**src/hw/rtl/pcolenc_pkg.sv**
```systemverilog
package pcolenc_pkg;

  // Palette size and the width of the palette pointer.
  localparam int unsigned PALETTE_ENTRIES = 512;
  localparam int unsigned PTR_W           = 9;

  // Width of one palette entry.
  localparam int unsigned ENTRY_W = 9;

  // Register select codes.
  localparam logic [2:0] REG_CTRL    = 3'd0;
  localparam logic [2:0] REG_PTR_LO  = 3'd2;
  localparam logic [2:0] REG_PTR_HI  = 3'd3;
  localparam logic [2:0] REG_DATA_LO = 3'd4;
  localparam logic [2:0] REG_DATA_HI = 3'd5;

  // Access kinds.
  localparam logic REQ_READ  = 1'b0;
  localparam logic REQ_WRITE = 1'b1;

  // Fixed read values and frame lengths.
  localparam logic [7:0] RDATA_IDLE    = 8'hFF;
  localparam logic [7:0] RDATA_HI_BASE = 8'hFE;
  localparam logic [8:0] LINES_LONG    = 9'd263;
  localparam logic [8:0] LINES_SHORT   = 9'd262;

  // Divider select codes.
  localparam logic [1:0] DIV_SEL_4 = 2'd0;
  localparam logic [1:0] DIV_SEL_3 = 2'd1;

  // Controller states.
  typedef enum logic [1:0] {
    ST_CLEAR,
    ST_IDLE,
    ST_EXEC
  } state_t;

  // Commands from the controller to the datapath.
  typedef struct packed {
    logic clr_we;
    logic accept;
    logic exec;
  } cmd_t;

  // Status from the datapath to the controller.
  typedef struct packed {
    logic clr_last;
    logic out_hold;
  } status_t;

  // Maps the divider select code to the dot clock divider.
  function automatic logic [2:0] divider_value(input logic [1:0] sel);
    logic [2:0] val;
    case (sel)
      DIV_SEL_4: val = 3'd4;
      DIV_SEL_3: val = 3'd3;
      default:   val = 3'd2;
    endcase
    return val;
  endfunction

endpackage

```
**src/hw/rtl/pcolenc_ctrl.sv**
```systemverilog
module pcolenc_ctrl (
  input  logic                clk,
  input  logic                rst_n,
  input  logic                in_valid,
  input  pcolenc_pkg::status_t status,
  output logic                in_stall,
  output pcolenc_pkg::cmd_t    cmd
);

  pcolenc_pkg::state_t state_r;
  pcolenc_pkg::state_t state_nxt;

  // State register.
  always_ff @(posedge clk) begin
    if (!rst_n) begin
      state_r <= pcolenc_pkg::ST_CLEAR;
    end else begin
      state_r <= state_nxt;
    end
  end

  // Next state: clear the palette, then alternate between taking a
  // transaction and committing it.
  always_comb begin
    state_nxt = state_r;
    unique case (state_r)
      pcolenc_pkg::ST_CLEAR: begin
        if (status.clr_last) begin
          state_nxt = pcolenc_pkg::ST_IDLE;
        end
      end
      pcolenc_pkg::ST_IDLE: begin
        if (in_valid) begin
          state_nxt = pcolenc_pkg::ST_EXEC;
        end
      end
      pcolenc_pkg::ST_EXEC: begin
        if (!status.out_hold) begin
          state_nxt = pcolenc_pkg::ST_IDLE;
        end
      end
      default: state_nxt = pcolenc_pkg::ST_CLEAR;
    endcase
  end

  // Outputs.
  always_comb begin
    cmd      = '0;
    in_stall = 1'b1;
    unique case (state_r)
      pcolenc_pkg::ST_CLEAR: begin
        cmd.clr_we = 1'b1;
      end
      pcolenc_pkg::ST_IDLE: begin
        in_stall   = 1'b0;
        cmd.accept = in_valid;
      end
      pcolenc_pkg::ST_EXEC: begin
        cmd.exec = !status.out_hold;
      end
      default: begin
        cmd = '0;
      end
    endcase
  end

endmodule

```
**src/hw/rtl/pcolenc_dp.sv**
```systemverilog
module pcolenc_dp (
  input  logic                 clk,
  input  logic                 rst_n,
  input  pcolenc_pkg::cmd_t     cmd,
  output pcolenc_pkg::status_t  status,
  input  logic                 in_req_type,
  input  logic [2:0]           in_reg_addr,
  input  logic [7:0]           in_wdata,
  output logic                 out_valid,
  input  logic                 out_stall,
  output logic [7:0]           out_rdata,
  output logic [2:0]           out_dot_clock_divider,
  output logic [8:0]           out_lines_per_frame,
  output logic                 out_gray_mode
);

  localparam int unsigned AW = pcolenc_pkg::PTR_W;
  localparam int unsigned EW = pcolenc_pkg::ENTRY_W;

  // Palette memory.
  logic [EW-1:0] mem [pcolenc_pkg::PALETTE_ENTRIES];

  // Captured transaction.
  logic          req_type_r;
  logic [2:0]    reg_addr_r;
  logic [7:0]    wdata_r;
  logic [EW-1:0] rd_word_r;

  // Architectural state.
  logic [AW-1:0] ptr_r, ptr_nxt;
  logic [1:0]    div_sel_r, div_sel_nxt;
  logic          long_r, long_nxt;
  logic          gray_r, gray_nxt;
  logic [AW-1:0] clr_cnt_r;

  // Output register.
  logic          out_valid_r, out_valid_nxt;
  logic [7:0]    out_rdata_r;
  logic [2:0]    out_div_r;
  logic [8:0]    out_lines_r;
  logic          out_gray_r;

  // Commit-side values.
  logic          mem_we;
  logic [AW-1:0] mem_waddr;
  logic [EW-1:0] mem_wdata;
  logic          ent_we;
  logic [EW-1:0] ent_new;
  logic [7:0]    rdata;

  // Capture the transaction and read the entry at the pointer.
  always_ff @(posedge clk) begin
    if (cmd.accept) begin
      req_type_r <= in_req_type;
      reg_addr_r <= in_reg_addr;
      wdata_r    <= in_wdata;
      rd_word_r  <= mem[ptr_r];
    end
  end

  // Register decode and state update for the committed transaction.
  always_comb begin
    ptr_nxt     = ptr_r;
    div_sel_nxt = div_sel_r;
    long_nxt    = long_r;
    gray_nxt    = gray_r;
    ent_we      = 1'b0;
    ent_new     = rd_word_r;
    rdata       = pcolenc_pkg::RDATA_IDLE;
    if (req_type_r == pcolenc_pkg::REQ_WRITE) begin
      unique case (reg_addr_r)
        pcolenc_pkg::REG_CTRL: begin
          div_sel_nxt = wdata_r[1:0];
          long_nxt    = wdata_r[2];
          gray_nxt    = wdata_r[7];
        end
        pcolenc_pkg::REG_PTR_LO: begin
          ptr_nxt[7:0] = wdata_r;
        end
        pcolenc_pkg::REG_PTR_HI: begin
          ptr_nxt[8] = wdata_r[0];
        end
        pcolenc_pkg::REG_DATA_LO: begin
          ent_we  = 1'b1;
          ent_new = {rd_word_r[EW-1], wdata_r};
        end
        pcolenc_pkg::REG_DATA_HI: begin
          ent_we  = 1'b1;
          ent_new = {wdata_r[0], rd_word_r[7:0]};
          ptr_nxt = ptr_r + AW'(1);
        end
        default: begin
          ent_we = 1'b0;
        end
      endcase
    end else begin
      unique case (reg_addr_r)
        pcolenc_pkg::REG_DATA_LO: begin
          rdata = rd_word_r[7:0];
        end
        pcolenc_pkg::REG_DATA_HI: begin
          rdata   = pcolenc_pkg::RDATA_HI_BASE | {7'd0, rd_word_r[EW-1]};
          ptr_nxt = ptr_r + AW'(1);
        end
        default: begin
          rdata = pcolenc_pkg::RDATA_IDLE;
        end
      endcase
    end
  end

  // Memory write port is shared by the clear sweep and the commit.
  assign mem_we    = cmd.clr_we || (cmd.exec && ent_we);
  assign mem_waddr = cmd.clr_we ? clr_cnt_r : ptr_r;
  assign mem_wdata = cmd.clr_we ? '0 : ent_new;

  always_ff @(posedge clk) begin
    if (mem_we) begin
      mem[mem_waddr] <= mem_wdata;
    end
  end

  // Control state and the clear sweep counter.
  always_ff @(posedge clk) begin
    if (!rst_n) begin
      ptr_r     <= '0;
      div_sel_r <= pcolenc_pkg::DIV_SEL_4;
      long_r    <= 1'b0;
      gray_r    <= 1'b0;
      clr_cnt_r <= '0;
    end else begin
      if (cmd.exec) begin
        ptr_r     <= ptr_nxt;
        div_sel_r <= div_sel_nxt;
        long_r    <= long_nxt;
        gray_r    <= gray_nxt;
      end
      if (cmd.clr_we) begin
        clr_cnt_r <= clr_cnt_r + AW'(1);
      end
    end
  end

  // Output register: loaded on commit, emptied when the transaction is taken.
  always_comb begin
    out_valid_nxt = out_valid_r;
    if (cmd.exec) begin
      out_valid_nxt = 1'b1;
    end else if (out_valid_r && !out_stall) begin
      out_valid_nxt = 1'b0;
    end
  end

  always_ff @(posedge clk) begin
    if (!rst_n) begin
      out_valid_r <= 1'b0;
    end else begin
      out_valid_r <= out_valid_nxt;
    end
  end

  always_ff @(posedge clk) begin
    if (cmd.exec) begin
      out_rdata_r <= rdata;
      out_div_r   <= pcolenc_pkg::divider_value(div_sel_nxt);
      out_lines_r <= long_nxt ? pcolenc_pkg::LINES_LONG : pcolenc_pkg::LINES_SHORT;
      out_gray_r  <= gray_nxt;
    end
  end

  assign status.clr_last = (clr_cnt_r == AW'(pcolenc_pkg::PALETTE_ENTRIES - 1));
  assign status.out_hold = out_valid_r && out_stall;

  assign out_valid             = out_valid_r;
  assign out_rdata             = out_rdata_r;
  assign out_dot_clock_divider = out_div_r;
  assign out_lines_per_frame   = out_lines_r;
  assign out_gray_mode         = out_gray_r;

endmodule

```
**src/hw/rtl/palette_color_encoder_regs.sv**
```systemverilog
// An accepted transaction is captured along with the palette entry at the pointer;
// a commit then updates the registers and the entry and loads the output register.
// A new transaction is taken only after the previous one is committed, since each
// access reads and then writes the palette memory; a held result delays the commit.
// Reset: synchronous, active low. After reset the palette is cleared by a
// sweep of all 512 entries, one entry per cycle, during which in_stall is high.
module palette_color_encoder_regs (
  input  logic       clk,
  input  logic       rst_n,
  input  logic       in_valid,
  output logic       in_stall,
  input  logic       in_req_type,
  input  logic [2:0] in_reg_addr,
  input  logic [7:0] in_wdata,
  output logic       out_valid,
  input  logic       out_stall,
  output logic [7:0] out_rdata,
  output logic [2:0] out_dot_clock_divider,
  output logic [8:0] out_lines_per_frame,
  output logic       out_gray_mode
);

  pcolenc_pkg::cmd_t    cmd;
  pcolenc_pkg::status_t status;

  // Controller.
  pcolenc_ctrl u_ctrl (
    .clk      (clk),
    .rst_n    (rst_n),
    .in_valid (in_valid),
    .status   (status),
    .in_stall (in_stall),
    .cmd      (cmd)
  );

  // Datapath with the palette memory and the register file.
  pcolenc_dp u_dp (
    .clk                   (clk),
    .rst_n                 (rst_n),
    .cmd                   (cmd),
    .status                (status),
    .in_req_type           (in_req_type),
    .in_reg_addr           (in_reg_addr),
    .in_wdata              (in_wdata),
    .out_valid             (out_valid),
    .out_stall             (out_stall),
    .out_rdata             (out_rdata),
    .out_dot_clock_divider (out_dot_clock_divider),
    .out_lines_per_frame   (out_lines_per_frame),
    .out_gray_mode         (out_gray_mode)
  );

  // No transaction is taken while the palette is being cleared.
  a_clear_stalls: assert property (@(posedge clk) disable iff (!rst_n)
    cmd.clr_we |-> in_stall)
    else $error("input accepted during palette clear");

  // An accepted transaction blocks the input on the next cycle.
  a_one_at_a_time: assert property (@(posedge clk) disable iff (!rst_n)
    (in_valid && !in_stall) |=> in_stall)
    else $error("back-to-back accept");

  // A commit always presents a result on the next cycle.
  a_commit_output: assert property (@(posedge clk) disable iff (!rst_n)
    cmd.exec |=> out_valid)
    else $error("commit did not load the output register");

  // A commit never overwrites a result that is still held.
  a_no_overwrite: assert property (@(posedge clk) disable iff (!rst_n)
    cmd.exec |-> !(out_valid && out_stall))
    else $error("held result overwritten");

endmodule

```
**config.mk**
```make
export PLATFORM = sky130hd
export DESIGN_NAME = palette_color_encoder_regs
export DESIGN_NICKNAME = d
export VERILOG_FILES = /design/src/hw/rtl/pcolenc_pkg.sv /design/src/hw/rtl/pcolenc_ctrl.sv /design/src/hw/rtl/pcolenc_dp.sv /design/src/hw/rtl/palette_color_encoder_regs.sv
export SDC_FILE = /design/constraint.sdc
export NUM_CORES = 2
export LEC_CHECK = 0
export BUFFER_PORTS_ARGS = -buffer_cell sky130_fd_sc_hd__buf_2
export CORE_MARGIN = 1.5
export CORE_UTILIZATION = 45
export CTS_CLUSTER_SIZE = 8
export DETAILED_ROUTE_END_ITERATION = 8
export GPL_ROUTABILITY_DRIVEN = 0
export SYNTH_ARGS = -nofsm -noshare
export SYNTH_HDL_FRONTEND = slang
export SYNTH_MEMORY_MAX_BITS = 65536
export SYNTH_SLANG_ARGS = --single-unit
```
**constraint.sdc**
```tcl
create_clock -name clk -period 38.5 [get_ports clk]
set_clock_uncertainty 0.1 [all_clocks]
set_input_delay 7.7 -clock clk [delete_from_list [all_inputs] [get_ports clk]]
set_output_delay 7.7 -clock clk [all_outputs]
set_load 0.005 [all_outputs]
```
==> run summary <==
The fraction of layout instances using a drive strength above 1 is 24.5%. For the post-DP HPWL, the log shows 325000 um. The tools report the leakage power total as 65.0 nW. The average cell area after synthesis was 21.5 um^2.

TritonCTS built the clock tree. At the worst endpoint, the required time is 39.05 ns. The number of clock buffers inserted by TritonCTS was 654.

Residual DRC count: 0. The setup slack of the worst register-to-register path is 30.35 ns, and the count of filler cells inserted in the layout is 30800. The count of cells in the finished layout, fillers not included, comes to 14200. The warning count from the yosys run is 0, and the wire length of the first global-routing pass is 755000 um. The async set-reset flop share out of synthesis is 0%, and the final worst-path cycle share is 28.3%. Counting flops with a built-in enable in the synthesized netlist gives 4642. The worst hold path begins at u_dp.div_sel_r[0].

For the pin with the worst max-slew slack, the measured transition is 1.48 ns. The die outline width came out at 638 um. In the synthesized netlist, the cells that appear most often are 4642 x edfxtp_1, 1131 x mux4_2, 609 x nor2_1, 397 x mux2i_1, 256 x nand2_1. The run gives 0 ns as the setup TNS.

The overall die height works out to 638 um. The run gives 92300 as the via count of the first global-routing pass. The cell accounting for the most synthesized area was edfxtp_1. The floorplan step defined a core boundary enclosing 402000 um^2. After synthesis the cells add up to 181000 um^2. The run gives 6 as the depth of the CTS H-tree.

Kind of start point of the critical path: an input port. Summing all multi-input logic gate instances after layout gives 38800 um^2. The run finished, with violations left. Net count of the finished layout: 8845.

Summing over every cut layer, the via total after detailed routing is 93100. STA classifies the critical path endpoint as a flop. Worst setup timing slack at the placement stage: 26.62 ns. By instance count, the leading cell after synthesis is edfxtp_1. After technology mapping, the gate count stands at 8438.

In this run, post-CTS repair resized a total of 0 instances. STA puts the critical path data arrival time at 11.45 ns. The final reports fail on max-capacitance violations. Among all flip-flop cells after synthesis, the most frequent one is edfxtp_1. The run gives 7 as the count of TritonRoute iterations in the first routing pass. I/O pin count: 39.

Root buffer cell: clkbuf_16. The per-cell routed wire length is 38.6 um. The path class of the tightest hold or removal check is flop to flop. The run gives 166 as the pin count of the biggest net entering global routing. The post-CTS repair timing setup buffer count was 0; the peak clock frequency supported by timing was 0.0918 GHz. The tools report the final-report hold violation count as 0. The run gives 1.07 ns as the clock insertion delay at the later pin of the skew report. Setup repair after global routing left no endpoint under its margin. For the starting utilization of the core area, the log shows 45.1%. The total count of max-transition violations in the final report is 0. The run gives 1 as the total of max-cap violations. The worst register-to-register path has a depth of 13.

For the initial antenna violation count, the log shows 31. Wires add up to 551000 um. The worst hold path terminates at u_dp.div_sel_r[0]. In this run the tool buffered the top-level ports with 30 buffer cells.

The worst hold path was traced through 2 stages. The number of different library cells used by synthesis comes to 79. By area the synthesized netlist is led by edfxtp_1 77%, mux4_2 14%, mux2i_1 2.2%. For this design, the sink count on the clock tree is 4667.

For the register cell area after layout, the log shows 140000 um^2. The sequential area share after synthesis is 77.1%, and the worst slew margin relative to its limit is 0.347%. The critical path class was input port to flop. Areal power density over the cells: 52.0 nW/um^2. The smallest clock period supported by the final layout is computed as 10.90 ns. The run gives 0 as the count of hold buffers inserted by post-cts repair. Setup violations remaining at the end of the flow were counted as 0. The die area is 407000 um^2, and the global router's overall resource usage is 26.7%.

Number of DRC markers after the initial detailed-route iteration: 13500. In this run the critical register-to-register path is captured at u_dp.rd_word_r[1]. Clock-pin slew was measured on the worst setup and hold paths at 0.05 ns. The proportion of netlist area held by the largest area contributor works out to 76.8%.

The detail route stage leaves a number of antenna-violating nets equal to 0. The total placed cells including tap cells was 13500. The tools report the global route total overflow as 0. The synthesis-to-finish area growth was 13.1%; the worst-case vdd ir drop was 0.0466 mV. In this run the deepest clock path goes through 4 buffers.

The maximum fanout along the worst path is 23. The worst register-to-register path begins at u_dp.ptr_r[1]. After layout, the worst setup slack is 27.60 ns. After detailed routing, the number of vias per cell comes to 6.54. The number of storage elements in the synthesis netlist was 4667; the number of rows created at floorplan was 233.
## metrics by stage
stage | hold WS (ns) | power [mW] | utilization [%] | cell area (um^2)
5_1_grt | 0.410 | 10.9 | 51.0 | 205000
3_5_place_dp | 0.379 | 5.66 | 46.6 | 187000
6_report | 0.384 | 10.7 | 51.1 | 205000
4_1_cts | 0.385 | 10.7 | 51.0 | 205000
3_3_place_gp | 0.381 | 5.66 | 46.6 | 187000
2_1_floorplan | 0.344 | 5.63 | - | 181000
## critical path, cell delays in order
cell,delay [ns]
buf_2,0.19
a21oi_4,0.16
buf_4,0.38
a31oi_1,0.24
a21oi_1,0.71
nand2_4,0.74
buf_4,0.58
nor2_1,0.68
## worst max-delay path by stage
stage                            start                to  slack, ns
finish                       out_stall   u_dp.mem[54][6]      27.60
detailed placement           out_stall   u_dp.mem[54][2]      26.62
floorplan           u_dp.reg_addr_r[0]    u_dp.mem[0][0]      22.72
global route                 out_stall   u_dp.mem[54][6]      27.46
global placement             out_stall  u_dp.mem[150][0]      26.75
CTS                          out_stall   u_dp.mem[54][6]      27.71
## state kept, by name (all words and copies together), names as in the netlist
signal,count
u_dp.out_lines_per_frame,1
u_dp.out_dot_clock_divider,3
u_dp.out_rdata,8
u_dp.out_gray_mode,1
u_dp.wdata_r,8
u_dp.ptr_r,9
u_dp.mem,4608
u_dp.reg_addr_r,3
u_dp.long_r,1
u_dp.out_valid,1
u_dp.gray_r,1
u_dp.div_sel_r,2
u_dp.req_type_r,1
u_dp.rd_word_r,9
u_ctrl.state_r,2
u_dp.clr_cnt_r,9
## per-layer routing
metal | part of all wire (%) | vias up | wire length [um] | GRT usage (%)
met5 | 0.038 | - | 209 | 0.225
met4 | 4.7 | 12 | 26000 | 12.0
met3 | 11 | 1166 | 61600 | 7.37
met2 | 46 | 6681 | 255000 | 40.8
met1 | 38 | 49400 | 208000 | 35.9
li1 | - | 35900 | - | -
## cells in the final DEF (no fill, tap or decap), drive strengths merged, types with 7 or more instances in the layout
master / instances
edfxtp: 4642
mux4: 1131
clkbuf: 712
nor2: 609
mux2i: 397
nand2: 256
buf: 247
a21oi: 140
o21ai: 102
a221oi: 63
o22ai: 55
o221ai: 54
nand3: 52
a22oi: 44
a211oi: 37
inv: 36
nor3: 31
clkinv: 26
dfxtp: 25
diode: 24
a31oi: 22
mux2: 20
o211ai: 20
and2: 18
nand2b: 16
a311oi: 16
a2111oi: 14
nor2b: 14
nand3b: 9
and3: 8
conb: 8
o31ai: 7
o2111ai: 7
or2: 7
o32a: 7
o311ai: 7
## area by class of cell
type / count / share of cell area [%]
Timing Repair Buffer: 247 / 1.01
Clock buffer: 712 / 8.19
Inverter: 12 / 0.0305
Tap cell: 5287 / 3.22
Multi-Input combinational cell: 3244 / 18.9
Antenna cell: 24 / 0.0293
Sequential cell: 4667 / 68.2
Clock inverter: 52 / 0.430
## power by group
part	switching (mW)	internal, mW
Sequential	0.00167	5.52
Combinational	0.0394	0.00790
Clock	2.04	3.07
Total	2.09	8.59
## kinds of logic after synthesis
group | count (synthesis) | synth area share, %
flip-flops | 4667 | 77.1
multiplexers | 1548 | 16.3
AND/OR/NAND/NOR | 1038 | 2.36
AO/OA/AOI/OAI | 640 | 2.42
buffers and inverters | 533 | 1.72
XOR/XNOR | 7 | 0.0338
adder cells (fa/ha/maj) | 3 | 0.0207
other | 2 | 0.00414
Note: power is estimated with default switching activity, not from simulation.
